## config.mk

```make
export PLATFORM = sky130hd
export DESIGN_NAME = stepper_half_step_ramp_controller_flat
export DESIGN_NICKNAME = d
export VERILOG_FILES = /design/src/hdl/shrc_pkg.sv /design/src/hdl/shrc_in_if.sv /design/src/hdl/shrc_out_if.sv /design/src/hdl/stepper_half_step_ramp_controller.sv /design/src/hdl/shrc_div.sv /design/src/hdl/shrc_datapath.sv /design/src/hdl/shrc_ctrl.sv /design/src/flat_wrapper.sv
export SDC_FILE = /design/constraint.sdc
export NUM_CORES = 2
export LEC_CHECK = 0
export BUFFER_PORTS_ARGS = -buffer_cell sky130_fd_sc_hd__buf_4
export CORE_MARGIN = 10
export CORE_UTILIZATION = 55
export CTS_BUF_LIST = sky130_fd_sc_hd__clkbuf_8
export CTS_CLUSTER_DIAMETER = 200
export DETAILED_ROUTE_END_ITERATION = 6
export GPL_TIMING_DRIVEN = 1
export HOLD_SLACK_MARGIN = 0.05
export PLACE_DENSITY_LB_ADDON = 0.1
export SLEW_MARGIN = 20
export SYNTH_ARGS = -nofsm -noshare
export SYNTH_HDL_FRONTEND = slang
export SYNTH_SLANG_ARGS = --single-unit
```

## constraint.sdc

```tcl
create_clock -name clk -period 9.8 [get_ports clk]
set_clock_uncertainty 0.15 [all_clocks]
set_input_delay 2.94 -clock clk [delete_from_list [all_inputs] [get_ports clk]]
set_output_delay 2.94 -clock clk [all_outputs]
set_load 0.01 [all_outputs]
```

## src/hdl/shrc_pkg.sv

```systemverilog
// ----------------------------------------------------------------------------
// shrc_pkg
// Shared types, constants and the coil table of the half-step ramp controller.
// ----------------------------------------------------------------------------
package shrc_pkg;

  localparam int KIND_W   = 2;
  localparam int RATE_W   = 13;
  localparam int POS_W    = 24;
  localparam int PERIOD_W = 16;
  localparam int COIL_W   = 4;
  localparam int ACCEL_W  = 15;
  localparam int MAXS_W   = 20;
  localparam int CFG_W    = 20;
  localparam int CFG_IDX_W = 2;

  localparam int DVD_W  = 32;
  localparam int DSR_W  = 20;
  localparam int QUO_W  = 20;
  localparam int ITER_W = 6;

  // 1000000 = 64 * 15625; floor(x / 15625) = (x * INC_RECIP) >> 40 for x < 2^26
  localparam int PROD_W   = ACCEL_W + PERIOD_W + 1;
  localparam int SCALE_SH = 6;
  localparam int RECIP_W  = 27;
  localparam int RECIP_SH = 40;
  localparam int MUL_W    = PROD_W - SCALE_SH + RECIP_W;

  localparam logic [KIND_W-1:0] KIND_PERIOD = 2'd0;
  localparam logic [KIND_W-1:0] KIND_TARGET = 2'd1;
  localparam logic [KIND_W-1:0] KIND_STOP   = 2'd2;

  localparam logic [CFG_IDX_W-1:0] REG_ACCEL  = 2'd0;
  localparam logic [CFG_IDX_W-1:0] REG_MAXS   = 2'd1;
  localparam logic [CFG_IDX_W-1:0] REG_INVERT = 2'd2;

  localparam logic [DSR_W-1:0]    TICKS_PER_SEC = 20'd1000000;
  localparam logic [PERIOD_W-1:0] PERIOD_MAX    = 16'hFFFF;
  localparam logic [ITER_W-1:0]   ITER_PER      = 6'd20;
  localparam logic [DVD_W-1:0]    PER_DIVIDEND  = 32'd4096000000;
  localparam logic [RECIP_W-1:0]  INC_RECIP     = 27'd70368745;

  typedef struct packed {
    logic accept;
    logic start_inc;
    logic load_inc;
    logic ramp;
    logic start_per;
    logic set_idle;
    logic set_period;
    logic emit;
  } shrc_cmd_t;

  typedef struct packed {
    logic need_ramp;
    logic div_done;
    logic rate_zero;
  } shrc_status_t;

  function automatic logic [COIL_W-1:0] coil_of(input logic [2:0] ph);
    logic [COIL_W-1:0] c;
    case (ph)
      3'd0: c = 4'b0001;
      3'd1: c = 4'b0011;
      3'd2: c = 4'b0010;
      3'd3: c = 4'b0110;
      3'd4: c = 4'b0100;
      3'd5: c = 4'b1100;
      3'd6: c = 4'b1000;
      3'd7: c = 4'b1001;
      default: c = 4'b0001;
    endcase
    return c;
  endfunction

endpackage

```

## src/hdl/shrc_in_if.sv

```systemverilog
// ----------------------------------------------------------------------------
// shrc_in_if
// Command item channel: kind and signed target rate.
// ----------------------------------------------------------------------------
interface shrc_in_if;
  logic                                   valid;
  logic                                   ready;
  logic [shrc_pkg::KIND_W-1:0]            kind;
  logic signed [shrc_pkg::RATE_W-1:0]     target_rate;

  modport source (output valid, kind, target_rate, input ready);
  modport sink   (input valid, kind, target_rate, output ready);
endinterface

```

## src/hdl/shrc_out_if.sv

```systemverilog
// ----------------------------------------------------------------------------
// shrc_out_if
// Result item channel: coil drive, timer period and motion status.
// ----------------------------------------------------------------------------
interface shrc_out_if;
  logic                                   valid;
  logic                                   ready;
  logic [shrc_pkg::COIL_W-1:0]            coil_pattern;
  logic                                   step_taken;
  logic [shrc_pkg::PERIOD_W-1:0]          tick_period;
  logic                                   running;
  logic signed [shrc_pkg::POS_W-1:0]      position;
  logic signed [shrc_pkg::RATE_W-1:0]     current_rate;
  logic                                   limit_reached;

  modport source (output valid, coil_pattern, step_taken, tick_period, running,
                  position, current_rate, limit_reached, input ready);
  modport sink   (input valid, coil_pattern, step_taken, tick_period, running,
                  position, current_rate, limit_reached, output ready);
endinterface

```

## src/hdl/stepper_half_step_ramp_controller.sv

```systemverilog
// ----------------------------------------------------------------------------
// stepper_half_step_ramp_controller
// Half-step stepper drive with trapezoidal rate ramp, one result per item.
// ----------------------------------------------------------------------------
//  channel   dir  handshake          payload
//  in_chan   in   valid/ready        kind, target_rate
//  out_chan  out  valid/ready        coil_pattern .. limit_reached
//  cfg_*     in   cfg_we, no ready   cfg_index, cfg_wdata
//
//  Items without a ramp pass through accept and emit.
//  A ramp step runs accept, increment product, ramp, divide launch, the
//  period quotient on the radix-2 divider, load, emit.
//  A ramp that lands on zero rate skips the divide.
//  Reset is synchronous on rst_n and restores the idle motor state.
//  A result waits in the output register; the next item is taken meanwhile
//  and holds in the emit step until the output register frees.
// ----------------------------------------------------------------------------
module stepper_half_step_ramp_controller (
  input  logic                              clk,
  input  logic                              rst_n,
  shrc_in_if.sink                           in_chan,
  shrc_out_if.source                        out_chan,
  input  logic                              cfg_we,
  input  logic [shrc_pkg::CFG_IDX_W-1:0]    cfg_index,
  input  logic [shrc_pkg::CFG_W-1:0]        cfg_wdata
);
  import shrc_pkg::*;

  shrc_cmd_t    cmd;
  shrc_status_t status;

  shrc_ctrl u_ctrl (
    .clk       (clk),
    .rst_n     (rst_n),
    .in_valid  (in_chan.valid),
    .in_ready  (in_chan.ready),
    .out_valid (out_chan.valid),
    .out_ready (out_chan.ready),
    .status    (status),
    .cmd       (cmd)
  );

  shrc_datapath u_dp (
    .clk         (clk),
    .rst_n       (rst_n),
    .cmd         (cmd),
    .status      (status),
    .in_kind     (in_chan.kind),
    .in_target   (in_chan.target_rate),
    .cfg_we      (cfg_we),
    .cfg_index   (cfg_index),
    .cfg_wdata   (cfg_wdata),
    .out_coil    (out_chan.coil_pattern),
    .out_step    (out_chan.step_taken),
    .out_period  (out_chan.tick_period),
    .out_running (out_chan.running),
    .out_pos     (out_chan.position),
    .out_rate    (out_chan.current_rate),
    .out_limit   (out_chan.limit_reached)
  );

endmodule

```

## src/hdl/shrc_div.sv

```systemverilog
// ----------------------------------------------------------------------------
// shrc_div
// Restoring radix-2 divider, one quotient bit per cycle, run length per start.
// ----------------------------------------------------------------------------
module shrc_div (
  input  logic                            clk,
  input  logic                            rst_n,
  input  logic                            start,
  input  logic [shrc_pkg::DVD_W-1:0]      dividend,
  input  logic [shrc_pkg::DSR_W-1:0]      divisor,
  input  logic [shrc_pkg::ITER_W-1:0]     iters,
  output logic [shrc_pkg::QUO_W-1:0]      quotient,
  output logic                            done
);
  import shrc_pkg::*;

  logic [DVD_W-1:0]  acc_r;
  logic [DSR_W-1:0]  rem_r;
  logic [DSR_W-1:0]  dsr_r;
  logic [ITER_W-1:0] cnt_r;
  logic              busy_r;
  logic              done_r;
  logic [DSR_W:0]    rem_sh;
  logic [DSR_W:0]    rem_sub;
  logic              fits;

  assign rem_sh  = {rem_r, acc_r[DVD_W-1]};
  assign rem_sub = rem_sh - {1'b0, dsr_r};
  assign fits    = rem_sh >= {1'b0, dsr_r};

  always_ff @(posedge clk) begin
    if (!rst_n) begin
      busy_r <= 1'b0;
      done_r <= 1'b0;
      cnt_r  <= '0;
    end else begin
      done_r <= 1'b0;
      if (start) begin
        busy_r <= 1'b1;
        cnt_r  <= iters;
      end else if (busy_r) begin
        cnt_r <= cnt_r - 1'b1;
        if (cnt_r == 6'd1) begin
          busy_r <= 1'b0;
          done_r <= 1'b1;
        end
      end
    end
  end

  always_ff @(posedge clk) begin
    if (start) begin
      acc_r <= dividend;
      rem_r <= '0;
      dsr_r <= divisor;
    end else if (busy_r) begin
      acc_r <= {acc_r[DVD_W-2:0], fits};
      rem_r <= fits ? rem_sub[DSR_W-1:0] : rem_sh[DSR_W-1:0];
    end
  end

  assign quotient = acc_r[QUO_W-1:0];
  assign done     = done_r;

endmodule

```

## src/hdl/shrc_datapath.sv

```systemverilog
// ----------------------------------------------------------------------------
// shrc_datapath
// Motor state, configuration registers, ramp arithmetic and result register.
// ----------------------------------------------------------------------------
module shrc_datapath (
  input  logic                               clk,
  input  logic                               rst_n,
  input  shrc_pkg::shrc_cmd_t                cmd,
  output shrc_pkg::shrc_status_t             status,
  input  logic [shrc_pkg::KIND_W-1:0]        in_kind,
  input  logic signed [shrc_pkg::RATE_W-1:0] in_target,
  input  logic                               cfg_we,
  input  logic [shrc_pkg::CFG_IDX_W-1:0]     cfg_index,
  input  logic [shrc_pkg::CFG_W-1:0]         cfg_wdata,
  output logic [shrc_pkg::COIL_W-1:0]        out_coil,
  output logic                               out_step,
  output logic [shrc_pkg::PERIOD_W-1:0]      out_period,
  output logic                               out_running,
  output logic signed [shrc_pkg::POS_W-1:0]  out_pos,
  output logic signed [shrc_pkg::RATE_W-1:0] out_rate,
  output logic                               out_limit
);
  import shrc_pkg::*;

  logic [ACCEL_W-1:0]       accel_r;
  logic [MAXS_W-1:0]        maxs_r;
  logic                     invert_r;

  logic [2:0]               phase_r;
  logic [POS_W-1:0]         pos_r;
  logic signed [RATE_W-1:0] rate_now_r;
  logic signed [RATE_W-1:0] rate_goal_r;
  logic [PERIOD_W-1:0]      period_r;
  logic                     active_r;
  logic                     step_r;
  logic                     limit_r;

  logic [COIL_W-1:0]        o_coil_r;
  logic                     o_step_r;
  logic [PERIOD_W-1:0]      o_period_r;
  logic                     o_running_r;
  logic [POS_W-1:0]         o_pos_r;
  logic [RATE_W-1:0]        o_rate_r;
  logic                     o_limit_r;

  logic [PROD_W-1:0]        prod_r;
  logic [RATE_W-1:0]        inc_q_r;

  logic [POS_W-1:0]         pos_mag;
  logic                     limit_hit;
  logic [RATE_W-1:0]        tgt_neg;
  logic [RATE_W-1:0]        tgt_eff;
  logic [QUO_W-1:0]         quo;
  logic [MUL_W-1:0]         inc_mul;
  logic [RATE_W-1:0]        inc;
  logic [RATE_W:0]          diff;
  logic [RATE_W:0]          diff_mag;
  logic [RATE_W-1:0]        rate_ramped;
  logic [RATE_W-1:0]        rate_mag;
  logic [QUO_W-1:0]         quo_m1;
  logic [PERIOD_W-1:0]      period_sat;
  logic [PROD_W-1:0]        product;
  logic                     div_start;
  logic [DVD_W-1:0]         div_dvd;
  logic [DSR_W-1:0]         div_dsr;
  logic [ITER_W-1:0]        div_iters;
  logic                     div_done;

  assign pos_mag   = pos_r[POS_W-1] ? (~pos_r + 1'b1) : pos_r;
  assign limit_hit = (maxs_r != '0) && (pos_mag >= {{(POS_W-MAXS_W){1'b0}}, maxs_r});

  assign tgt_neg = ~in_target + 1'b1;
  assign tgt_eff = !invert_r ? in_target :
                   (in_target == 13'h1000) ? 13'h0FFF : tgt_neg;

  assign inc_mul     = prod_r[PROD_W-1:SCALE_SH] * INC_RECIP;
  assign inc         = inc_q_r + 1'b1;
  assign diff        = {rate_goal_r[RATE_W-1], rate_goal_r} - {rate_now_r[RATE_W-1], rate_now_r};
  assign diff_mag    = diff[RATE_W] ? (~diff + 1'b1) : diff;
  assign rate_ramped = (diff_mag < {1'b0, inc}) ? rate_goal_r :
                       !diff[RATE_W] ? (rate_now_r + inc) : (rate_now_r - inc);

  assign rate_mag   = rate_now_r[RATE_W-1] ? (~rate_now_r + 1'b1) : rate_now_r;
  assign quo_m1     = quo - 1'b1;
  assign period_sat = (quo_m1 > {{(QUO_W-PERIOD_W){1'b0}}, PERIOD_MAX}) ? PERIOD_MAX
                      : quo_m1[PERIOD_W-1:0];

  assign product   = accel_r * ({1'b0, period_r} + 1'b1);
  assign div_start = cmd.start_per;
  assign div_dvd   = PER_DIVIDEND;
  assign div_dsr   = {{(DSR_W-RATE_W){1'b0}}, rate_mag};
  assign div_iters = ITER_PER;

  shrc_div u_div (
    .clk      (clk),
    .rst_n    (rst_n),
    .start    (div_start),
    .dividend (div_dvd),
    .divisor  (div_dsr),
    .iters    (div_iters),
    .quotient (quo),
    .done     (div_done)
  );

  assign status.need_ramp = (in_kind == KIND_PERIOD) && active_r && !limit_hit &&
                            (rate_now_r != rate_goal_r);
  assign status.div_done  = div_done;
  assign status.rate_zero = (rate_now_r == '0);

  always_ff @(posedge clk) begin
    if (!rst_n) begin
      accel_r  <= '0;
      maxs_r   <= '0;
      invert_r <= 1'b0;
    end else if (cfg_we) begin
      case (cfg_index)
        REG_ACCEL:  accel_r  <= cfg_wdata[ACCEL_W-1:0];
        REG_MAXS:   maxs_r   <= cfg_wdata[MAXS_W-1:0];
        REG_INVERT: invert_r <= cfg_wdata[0];
        default: ;
      endcase
    end
  end

  always_ff @(posedge clk) begin
    if (cmd.start_inc) begin
      prod_r <= product;
    end
    if (cmd.load_inc) begin
      inc_q_r <= inc_mul[MUL_W-1:RECIP_SH];
    end
  end

  always_ff @(posedge clk) begin
    if (!rst_n) begin
      phase_r     <= '0;
      pos_r       <= '0;
      rate_now_r  <= '0;
      rate_goal_r <= '0;
      period_r    <= PERIOD_MAX;
      active_r    <= 1'b0;
      step_r      <= 1'b0;
      limit_r     <= 1'b0;
    end else begin
      if (cmd.accept) begin
        step_r  <= 1'b0;
        limit_r <= 1'b0;
        case (in_kind)
          KIND_PERIOD: begin
            if (active_r) begin
              if (limit_hit) begin
                rate_goal_r <= '0;
                rate_now_r  <= '0;
                pos_r       <= '0;
                active_r    <= 1'b0;
                period_r    <= PERIOD_MAX;
                limit_r     <= 1'b1;
              end else if (rate_now_r > 0) begin
                phase_r <= phase_r + 1'b1;
                pos_r   <= pos_r + 1'b1;
                step_r  <= 1'b1;
              end else if (rate_now_r < 0) begin
                phase_r <= phase_r - 1'b1;
                pos_r   <= pos_r - 1'b1;
                step_r  <= 1'b1;
              end
            end
          end
          KIND_TARGET: begin
            rate_goal_r <= tgt_eff;
            active_r    <= 1'b1;
          end
          KIND_STOP: begin
            rate_goal_r <= '0;
            rate_now_r  <= '0;
            pos_r       <= '0;
            active_r    <= 1'b0;
            period_r    <= PERIOD_MAX;
          end
          default: ;
        endcase
      end
      if (cmd.ramp) begin
        rate_now_r <= rate_ramped;
      end
      if (cmd.set_idle) begin
        period_r <= PERIOD_MAX;
        active_r <= 1'b0;
      end
      if (cmd.set_period) begin
        period_r <= period_sat;
      end
    end
  end

  always_ff @(posedge clk) begin
    if (cmd.emit) begin
      o_coil_r    <= coil_of(phase_r);
      o_step_r    <= step_r;
      o_period_r  <= period_r;
      o_running_r <= active_r;
      o_pos_r     <= pos_r;
      o_rate_r    <= rate_now_r;
      o_limit_r   <= limit_r;
    end
  end

  assign out_coil    = o_coil_r;
  assign out_step    = o_step_r;
  assign out_period  = o_period_r;
  assign out_running = o_running_r;
  assign out_pos     = o_pos_r;
  assign out_rate    = o_rate_r;
  assign out_limit   = o_limit_r;

endmodule

```

## src/hdl/shrc_ctrl.sv

```systemverilog
// ----------------------------------------------------------------------------
// shrc_ctrl
// Sequencer: accept, ramp increment, ramp, period divide, emit; owns the
// item handshake.
// ----------------------------------------------------------------------------
module shrc_ctrl (
  input  logic                   clk,
  input  logic                   rst_n,
  input  logic                   in_valid,
  output logic                   in_ready,
  output logic                   out_valid,
  input  logic                   out_ready,
  input  shrc_pkg::shrc_status_t status,
  output shrc_pkg::shrc_cmd_t    cmd
);
  import shrc_pkg::*;

  localparam logic [2:0] S_IDLE    = 3'd0;
  localparam logic [2:0] S_INC     = 3'd1;
  localparam logic [2:0] S_RATE    = 3'd2;
  localparam logic [2:0] S_DIV_PER = 3'd3;
  localparam logic [2:0] S_EMIT    = 3'd4;
  localparam logic [2:0] S_RAMP    = 3'd5;

  logic [2:0] state_r;
  logic [2:0] state_nxt;
  logic       out_valid_r;
  logic       out_valid_nxt;

  always_comb begin
    state_nxt = state_r;
    cmd       = '0;
    in_ready  = 1'b0;
    case (state_r)
      S_IDLE: begin
        in_ready = 1'b1;
        if (in_valid) begin
          cmd.accept = 1'b1;
          if (status.need_ramp) begin
            cmd.start_inc = 1'b1;
            state_nxt     = S_INC;
          end else begin
            state_nxt = S_EMIT;
          end
        end
      end
      S_INC: begin
        cmd.load_inc = 1'b1;
        state_nxt    = S_RAMP;
      end
      S_RAMP: begin
        cmd.ramp  = 1'b1;
        state_nxt = S_RATE;
      end
      S_RATE: begin
        if (status.rate_zero) begin
          cmd.set_idle = 1'b1;
          state_nxt    = S_EMIT;
        end else begin
          cmd.start_per = 1'b1;
          state_nxt     = S_DIV_PER;
        end
      end
      S_DIV_PER: begin
        if (status.div_done) begin
          cmd.set_period = 1'b1;
          state_nxt      = S_EMIT;
        end
      end
      S_EMIT: begin
        if (!out_valid_r || out_ready) begin
          cmd.emit  = 1'b1;
          state_nxt = S_IDLE;
        end
      end
      default: state_nxt = S_IDLE;
    endcase
  end

  always_comb begin
    if (cmd.emit) begin
      out_valid_nxt = 1'b1;
    end else if (out_ready) begin
      out_valid_nxt = 1'b0;
    end else begin
      out_valid_nxt = out_valid_r;
    end
  end

  always_ff @(posedge clk) begin
    if (!rst_n) begin
      state_r     <= S_IDLE;
      out_valid_r <= 1'b0;
    end else begin
      state_r     <= state_nxt;
      out_valid_r <= out_valid_nxt;
    end
  end

  assign out_valid = out_valid_r;

endmodule
```

## src/flat_wrapper.sv

```systemverilog
// flat-port wrapper written by rule: the top's interface ports become plain ports
module stepper_half_step_ramp_controller_flat import shrc_pkg::*;
  (clk, rst_n, cfg_we, cfg_index, cfg_wdata, in_chan_valid, in_chan_kind, in_chan_target_rate, in_chan_ready, out_chan_valid, out_chan_coil_pattern, out_chan_step_taken, out_chan_tick_period, out_chan_running, out_chan_position, out_chan_current_rate, out_chan_limit_reached, out_chan_ready);
  shrc_in_if in_chan_i ();
  shrc_out_if out_chan_i ();
  input  logic clk;
  input  logic rst_n;
  input  logic cfg_we;
  input  logic [shrc_pkg::CFG_IDX_W-1:0] cfg_index;
  input  logic [shrc_pkg::CFG_W-1:0] cfg_wdata;
  input wire logic [$bits(in_chan_i.valid)-1:0] in_chan_valid;
  input wire logic [$bits(in_chan_i.kind)-1:0] in_chan_kind;
  input wire logic [$bits(in_chan_i.target_rate)-1:0] in_chan_target_rate;
  output wire logic [$bits(in_chan_i.ready)-1:0] in_chan_ready;
  output wire logic [$bits(out_chan_i.valid)-1:0] out_chan_valid;
  output wire logic [$bits(out_chan_i.coil_pattern)-1:0] out_chan_coil_pattern;
  output wire logic [$bits(out_chan_i.step_taken)-1:0] out_chan_step_taken;
  output wire logic [$bits(out_chan_i.tick_period)-1:0] out_chan_tick_period;
  output wire logic [$bits(out_chan_i.running)-1:0] out_chan_running;
  output wire logic [$bits(out_chan_i.position)-1:0] out_chan_position;
  output wire logic [$bits(out_chan_i.current_rate)-1:0] out_chan_current_rate;
  output wire logic [$bits(out_chan_i.limit_reached)-1:0] out_chan_limit_reached;
  input wire logic [$bits(out_chan_i.ready)-1:0] out_chan_ready;
  assign in_chan_i.valid = in_chan_valid;
  assign in_chan_i.kind = in_chan_kind;
  assign in_chan_i.target_rate = in_chan_target_rate;
  assign in_chan_ready = in_chan_i.ready;
  assign out_chan_valid = out_chan_i.valid;
  assign out_chan_coil_pattern = out_chan_i.coil_pattern;
  assign out_chan_step_taken = out_chan_i.step_taken;
  assign out_chan_tick_period = out_chan_i.tick_period;
  assign out_chan_running = out_chan_i.running;
  assign out_chan_position = out_chan_i.position;
  assign out_chan_current_rate = out_chan_i.current_rate;
  assign out_chan_limit_reached = out_chan_i.limit_reached;
  assign out_chan_i.ready = out_chan_ready;
  stepper_half_step_ramp_controller u_core (.clk(clk), .rst_n(rst_n), .in_chan(in_chan_i), .out_chan(out_chan_i), .cfg_we(cfg_we), .cfg_index(cfg_index), .cfg_wdata(cfg_wdata));
endmodule
```

== Word level (Yosys, flattened, before mapping) ==
Memories as Yosys holds them, arrays and structs flattened. A register that Yosys moved wholly into a read port is not among the register bits.
Index checks and enable logic that the tools add are counted.

* Logic and storage cells: 183
* Memory bits (read-only): 32
* Flip-flop bits (word level): 286
* Output and inout bits: 62
* Input port bits: 42
* Memories kept: 1

* Eq/ne operators: 22
* Multiply operators: 2
* Bitwise gates (word level): 7
* Reductions and logical operators: 34
* $lt $le $gt $ge: 6
* Muxes and demuxes: 66
* $add $sub $neg: 16

{| class="wikitable"
|+ Memory list
! memory !! depth !! width !! rd ports !! clocked after Yosys merged registers in !! wr ports !! RTL line !! RTL
|-
| (no name shown) || 8 || 4 || 1 || 1 || 0 || shrc_pkg.sv:62 || <nowiki>case (ph)</nowiki>
|}

{| class="wikitable"
|+ Operators by type and width
! cell !! number
|-
| 2-to-1 mux 24 bit || 5
|-
| 2-to-1 mux 13 bit || 8
|-
| 2-to-1 mux 16 bit || 6
|-
| multiplier 26 x 27 -> 53 bit (second input constant) || 1
|-
| adder 24 x 1 -> 24 bit (second input constant) || 2
|-
| one-hot mux 24 bit (2 select lines) || 1
|-
| adder 13 x 1 -> 13 bit (second input constant) || 3
|-
| one-hot mux 13 bit (3 select lines) || 1
|-
| multiplier 15 x 17 -> 32 bit || 1
|-
| one-hot mux 16 bit (2 select lines) || 1
|-
| 2-to-1 mux 1 bit || 26
|-
| inverter 13 bit || 2
|-
| one-hot mux 13 bit (2 select lines) || 1
|-
| greater-or-equal comparator 24 x 20 -> 1 bit || 1
|-
| inverter 24 bit || 1
|-
| subtractor 24 x 1 -> 24 bit (second input constant) || 1
|-
| greater-or-equal comparator 21 x 13 -> 1 bit || 1
|-
| 2-to-1 mux 3 bit || 7
|-
| > comparator 20 x 16 -> 1 bit (second input constant) || 1
|-
| 2-to-1 mux 20 bit || 1
|-
| nonzero test 20 bit || 1
|-
| subtractor 20 x 1 -> 20 bit (second input constant) || 1
|-
| subtractor 20 x 13 -> 20 bit || 1
|-
| one-hot mux 3 bit (6 select lines) || 1
|-
| other kinds (44) || 78
|}

== Logic depth before layout (Yosys ltp) ==
* Depth after elaboration: 14
* Gate-level depth with buffers: 31
* Gate-level depth less buffers: 30

== By module ==
From an unflattened synthesis, not the netlist that was laid out.

* Cells, all modules: 3734
* Area, all modules: 35774.3 um^2

{| class="wikitable"
|+ By module, submodules not included
! module !! area an instance (um^2) !! sequential area each (um^2) !! cells each !! times used
|-
| shrc_datapath || 30928.4 || 5134.9 || 3272 || 1
|-
| shrc_div || 4530.6 || 2122.0 || 425 || 1
|-
| shrc_ctrl || 315.3 || 80.1 || 37 || 1
|}

== Least setup slack after synthesis ==
OpenSTA, ideal clock, no wires.

* Path kind: register -> register
* Start: register u_core.u_dp.period_r[2]
* End: register u_core.u_dp.prod_r[25], data pin
* Cell stages (with the launch flop): 31
* Data required time: 9.392 ns
* Setup time: 0.258 ns
* Arrival: 7.243 ns
* Slack: 2.149 ns
* Path through: dfxtp_1 -> and3_1 -> and3_1 -> nand3_1 -> nor2_1 -> and4_1 -> nand3_1 -> nor2_1 -> xor2_1 -> clkbuf_1 -> and2_1 -> fa_1 -> inv_1 -> fa_1 -> inv_1 -> fa_1 -> fa_1 -> fa_1 -> inv_1 -> fa_1 -> inv_1 -> ha_1 -> a211o_1 -> or3_1 -> o22a_1 -> a31o_2 -> o21ai_0 -> nand2_1 -> a31o_2 -> a21oi_1 -> xnor2_1

* Cells in the longest elaborated chain, start to end: 2

{| class="wikitable"
|+ Ends and longest elaborated chain
! element !! RTL line !! RTL
|-
| start, declared || shrc_datapath.sv:33 || <nowiki>logic [PERIOD_W-1:0] period_r;</nowiki>
|-
| start signal, assigned || shrc_datapath.sv:191 || <nowiki>period_r <= period_sat;</nowiki>
|-
| adder 16 x 1 -> 17 bit || shrc_datapath.sv:88 || <nowiki>assign product = accel_r * ({1'b0, period_r} + 1'b1);</nowiki>
|-
| multiplier 15 x 17 -> 32 bit || shrc_datapath.sv:88 ||
|-
| via u_core.u_dp.product[25] || shrc_datapath.sv:62 || <nowiki>logic [PROD_W-1:0] product;</nowiki>
|-
| end signal, assigned || shrc_datapath.sv:127 || <nowiki>prod_r <= product;</nowiki>
|-
| end, declared || shrc_datapath.sv:46 || <nowiki>logic [PROD_W-1:0] prod_r;</nowiki>
|}

The timed path passes the listed nets, and every way through them passes these cells.
A chain may end at the register's enable or synchronous reset.

== Final worst setup path ==
* Start: register u_core.u_dp.period_r[0]
* End: register u_core.u_dp.prod_r[25], data pin

The elaborated chain is that of the path after synthesis.

==> results.md <==
| Quantity | Value | Unit |
|---|---|---|
| Status | complete, no violations | - |
| Startpoint of the most critical setup path | u_core.u_dp.period_r[0] | - |
| Root Buffer | sky130_fd_sc_hd__clkbuf_8 | - |
| Sequential cell area | 0.006808 | sq mm |
| Power per cell area | 74.36 | mW/mm^2 |
| Fin nets | 4719 | - |
| Detailed-routed wire length on met2 | 36220 | um |
| Die W | 271.0 | um |
| Height of the die | 271.0 | um |
| Share of the synthesized area in the top cell type | 25.02 | % |
| Most common cell in the synthesized netlist | sky130_fd_sc_hd__inv_1 | - |
| Cell count of the worst hold path | 0 | - |
| Seq/Total Area, Yosys | 19.65 | % |
| Commonest cells post-synth | 724 x sky130_fd_sc_hd__inv_1, 458 x sky130_fd_sc_hd__ha_1, 433 x sky130_fd_sc_hd__fa_1 | - |
| Drc violations | 0 | - |
| Maximum achievable frequency | 0.1175 | GHz |
| Arrival time reported for the critical path endpoint | 8.74 | ns |
| Count of non-filler cells in the finished layout | 4665 | - |
| Highest metal used | met4 | - |
| Metal3 WL | 6065 | um |
| CTS Hold Bufs | 0 | - |
| Post-synthesis async set-or-reset flop share | 0 | % |
| Area contributors post-synth | sky130_fd_sc_hd__fa_1 25%, sky130_fd_sc_hd__ha_1 17%, sky130_fd_sc_hd__dfxtp_1 9.9%, sky130_fd_sc_hd__edfxtp_1 9.7%, sky130_fd_sc_hd__inv_1 7.8% | - |
| Launching point of the worst reg2reg path | u_core.u_dp.period_r[0] | - |
| Largest fanout of any net on the critical path | 24 | - |
| Final count of hold timing violations | 0 | - |
| Slack of the worst reg-to-reg path | 1.29 | ns |
| P_leak | 0.01837 | uW |
| Total cell area at the placement stage | 0.03626 | sq mm |
| Die Area | 0.07342 | sq mm |
| HPWL after DPL | 66790 | um |
| Area taken by multi-input logic gates | 0.02474 | sq mm |
| Maximum buffer depth of the clock tree | 3 | - |
| Switching portion of total power | 27.70 | % |
| Final routed wirelength across all metal layers | 82590 | um |
| Average wire per cell in the routed design | 17.70 | um |
| Worst-path clk slew | 0.06 | ns |
| Number of setup violations in the final report | 0 | - |
| Psw | 768.5 | uW |
| Initial DRC Count | 1483 | - |
| Worst reg2reg path endpoint | u_core.u_dp.prod_r[25] | - |
| Count of antenna-violating nets left after detailed routing | 0 | - |
| Worst hold slack | 0.2791 | ns |
| Number of synthesized register bits | 284 | - |
| Number of distinct standard cells referenced by the synthesized netlist | 77 | - |
| Hold path start | u_core.u_dp.limit_r | - |
| Dominant synthesized flop cell | sky130_fd_sc_hd__dfxtp_1 | - |
| Relative max-transition margin | 33.20 | % |
| Number of instances resized during post-cts repair | 0 | - |
| Ratio of cells with drive above 1 in the final layout | 6.271 | % |
| Placer congestion estimate | 0.9106 | - |
| Crit. End Element | register | - |
| Vias in the first global route | 25470 | - |
| Share of total power in combinational logic | 13.3 | % |
| Final core utilization | 60.12 | % |
| Relative area change from synthesis to final layout | 7.694 | % |
| Fin crit period | 8.513 | ns |
| Int Pwr | 2005 | uW |
| RSZ-0062 raised after global routing | no | - |
| Total clock buffers created by CTS | 50 | - |
| Antenna violations before repair | 1 | - |
| Startpoint-to-endpoint class of the critical path | reg -> reg | - |
| I/O Buffers | 103 | - |
| Number of enable flip-flop cells after synthesis | 112 | - |
| Number of buffers inserted to repair setup after CTS | 0 | - |
| Share of power burned in registers | 46.3 | % |
| GR Util All Layers | 22.80 | % |
| Number of ports placed on the die boundary | 104 | - |
| Cell count of the worst reg-to-reg path | 24 | - |
| Req. time, crit path | 10.03 | ns |
| Slew of the pin with the lowest slew margin | 1.002 | ns |
| Vias per cell | 5.360 | - |
| # fillers | 5577 | - |
| Worst min path class | reg -> reg | - |
| Accumulated negative setup slack | 0 | ns |
| Area of the core | 0.06205 | sq mm |
| Startpoint type of the worst setup path | register | - |
| Syn_nets | 4645 | - |
| Site row count | 91 | - |
| Clk_lat worst skew | 0.63 | ns |
| Number of max-cap violations | 0 | - |
| Final Cell Area | 0.03730 | sq mm |
| Clock tree from TritonCTS | done | - |
| Yosys top cell by area | sky130_fd_sc_hd__fa_1 | - |
| # clock sinks | 284 | - |
| Routed vias | 25000 | - |
| Synthesized area | 0.03464 | sq mm |
| Final clock period utilization by the worst path | 86.87 | % |
| Overall overflow remaining after global route | 0 | - |
| Total of warnings raised by yosys | 0 | - |
| Synth Instances | 3712 | - |
| Final-report max-slew violation count | 0 | - |
| Worst Hold End | u_core.u_dp.out_limit | - |
| H-Tree Level Count | 2 | - |
| Proportion of power drawn by the clock network | 40.4 | % |
| DP Cell Count | 4571 | - |
| Starting density of the core | 55.82 | % |
| Met1 wire length | 38660 | um |
| Max IR drop VDD | 0.08410 | mV |
| First-pass GRT wire length | 135900 | um |
| Detailed-routing iteration count for the pre-antenna-repair pass | 5 | - |
| Largest net degree at the start of global routing | 108 | - |
| Synth Area per Inst | 9.332 | sq um |
## kinds of logic after synthesis
family                     count (synthesis)  share of synthesized area [%]
and+or+nand+nor                          936                          13.46
adders and majority gates                891                          41.57
muxes                                     44                          1.275
buffers and inverters                    831                          9.030
xor gates and xnor gates                 198                          5.006
AOI/OAI and AO/OA                        528                          10.01
DFF                                      284                          19.65
## metrics by stage
stage          power [uW]  worst slack [ns]
2_1_floorplan        1564             2.149
3_3_place_gp         1672             1.572
3_5_place_dp         1674             1.356
4_1_cts              2810             1.335
5_1_grt              2915            0.8194
6_report             2774             1.287
## area by class of cell
class	count	area share (%)
multi-input combinational	2597	66.31
sequential	284	18.25
inverter	726	7.305
tap	837	2.807
timing repair buffer	127	2.556
clock buffer	64	2.361
clock inverter	29	0.4025
antenna	1	0.006708
## worst max-delay path, cell delays in order, from the launching register on
cell,delay (ns)
sky130_fd_sc_hd__dfxtp_1,0.97
sky130_fd_sc_hd__ha_1,0.33
sky130_fd_sc_hd__nand3_1,0.10
sky130_fd_sc_hd__xnor2_1,0.64
sky130_fd_sc_hd__buf_4,0.28
sky130_fd_sc_hd__nand2_1,0.07
sky130_fd_sc_hd__fa_1,0.43
sky130_fd_sc_hd__fa_1,0.55
sky130_fd_sc_hd__inv_1,0.05
sky130_fd_sc_hd__fa_1,0.46
sky130_fd_sc_hd__fa_1,0.53
sky130_fd_sc_hd__fa_1,0.58
sky130_fd_sc_hd__inv_1,0.06
sky130_fd_sc_hd__fa_1,0.53
sky130_fd_sc_hd__inv_1,0.04
sky130_fd_sc_hd__ha_1,0.22
sky130_fd_sc_hd__a211o_1,0.33
sky130_fd_sc_hd__or3_1,0.31
sky130_fd_sc_hd__o22a_1,0.20
sky130_fd_sc_hd__a31o_2,0.25
sky130_fd_sc_hd__o21ai_0,0.42
sky130_fd_sc_hd__nand2_1,0.19
sky130_fd_sc_hd__a31o_2,0.30
sky130_fd_sc_hd__a21oi_1,0.18
sky130_fd_sc_hd__xnor2_1,0.08
## how the worst max path moves through the flow
stage	slack, ns	end	cells after the start
floorplan	2.15	u_core.u_dp.prod_r[25]	30
global placement	1.57	u_core.u_dp.prod_r[25]	28
detailed placement	1.36	u_core.u_dp.prod_r[25]	24
CTS	1.34	u_core.u_dp.prod_r[25]	24
global route	0.82	u_core.u_dp.prod_r[28]	24
finish	1.29	u_core.u_dp.prod_r[25]	24
## routing by layer
metal | global-route usage (%) | up-vias
li1 | - | 12190
met1 | 31.67 | 12070
met2 | 34.99 | 639
met3 | 6.043 | 107
met4 | 5.351 | 0
met5 | 0 | -
## state kept, by name (all words and copies together) (netlist names), 3 cells and up
signal and count:
u_core.u_dp.u_div.acc_r 32, u_core.u_dp.prod_r 26, u_core.u_dp.out_pos 24, u_core.u_dp.pos_r 24, u_core.u_dp.maxs_r 20, u_core.u_dp.u_div.rem_r 20, u_core.u_dp.out_period 16, u_core.u_dp.period_r 16
u_core.u_dp.accel_r 15, u_core.u_dp.inc_q_r 13, u_core.u_dp.out_rate 13, u_core.u_dp.rate_goal_r 13, u_core.u_dp.rate_now_r 13, u_core.u_dp.u_div.dsr_r 13, u_core.u_dp.u_div.cnt_r 6, u_core.u_dp.out_coil 4
u_core.u_ctrl.state_r 3, u_core.u_dp.phase_r 3
## layout by cell type, fill, tap and decap left out, drive strengths merged, types with 62 or more instances in the layout
cell type	synthesis	routed
a21oi	93	93
and2	156	156
buf	6	127
clkbuf	99	64
dfxtp	172	172
edfxtp	112	112
fa	433	433
ha	458	458
inv	725	738
nand2	311	311
nand3	62	62
nor2	151	151
nor2b	64	64
o21ai	124	124
xnor2	134	134
xor2	64	64
## power groups by stage
stage	sequential (uW)	combinational [uW]	clock (uW)
2_1_floorplan	1290	269	0
3_3_place_gp	1310	365	0
3_5_place_dp	1310	367	0
4_1_cts	1280	369	1160
5_1_grt	1290	419	1210
6_report	1280	369	1120
Note: power is estimated with default switching activity, not from simulation.
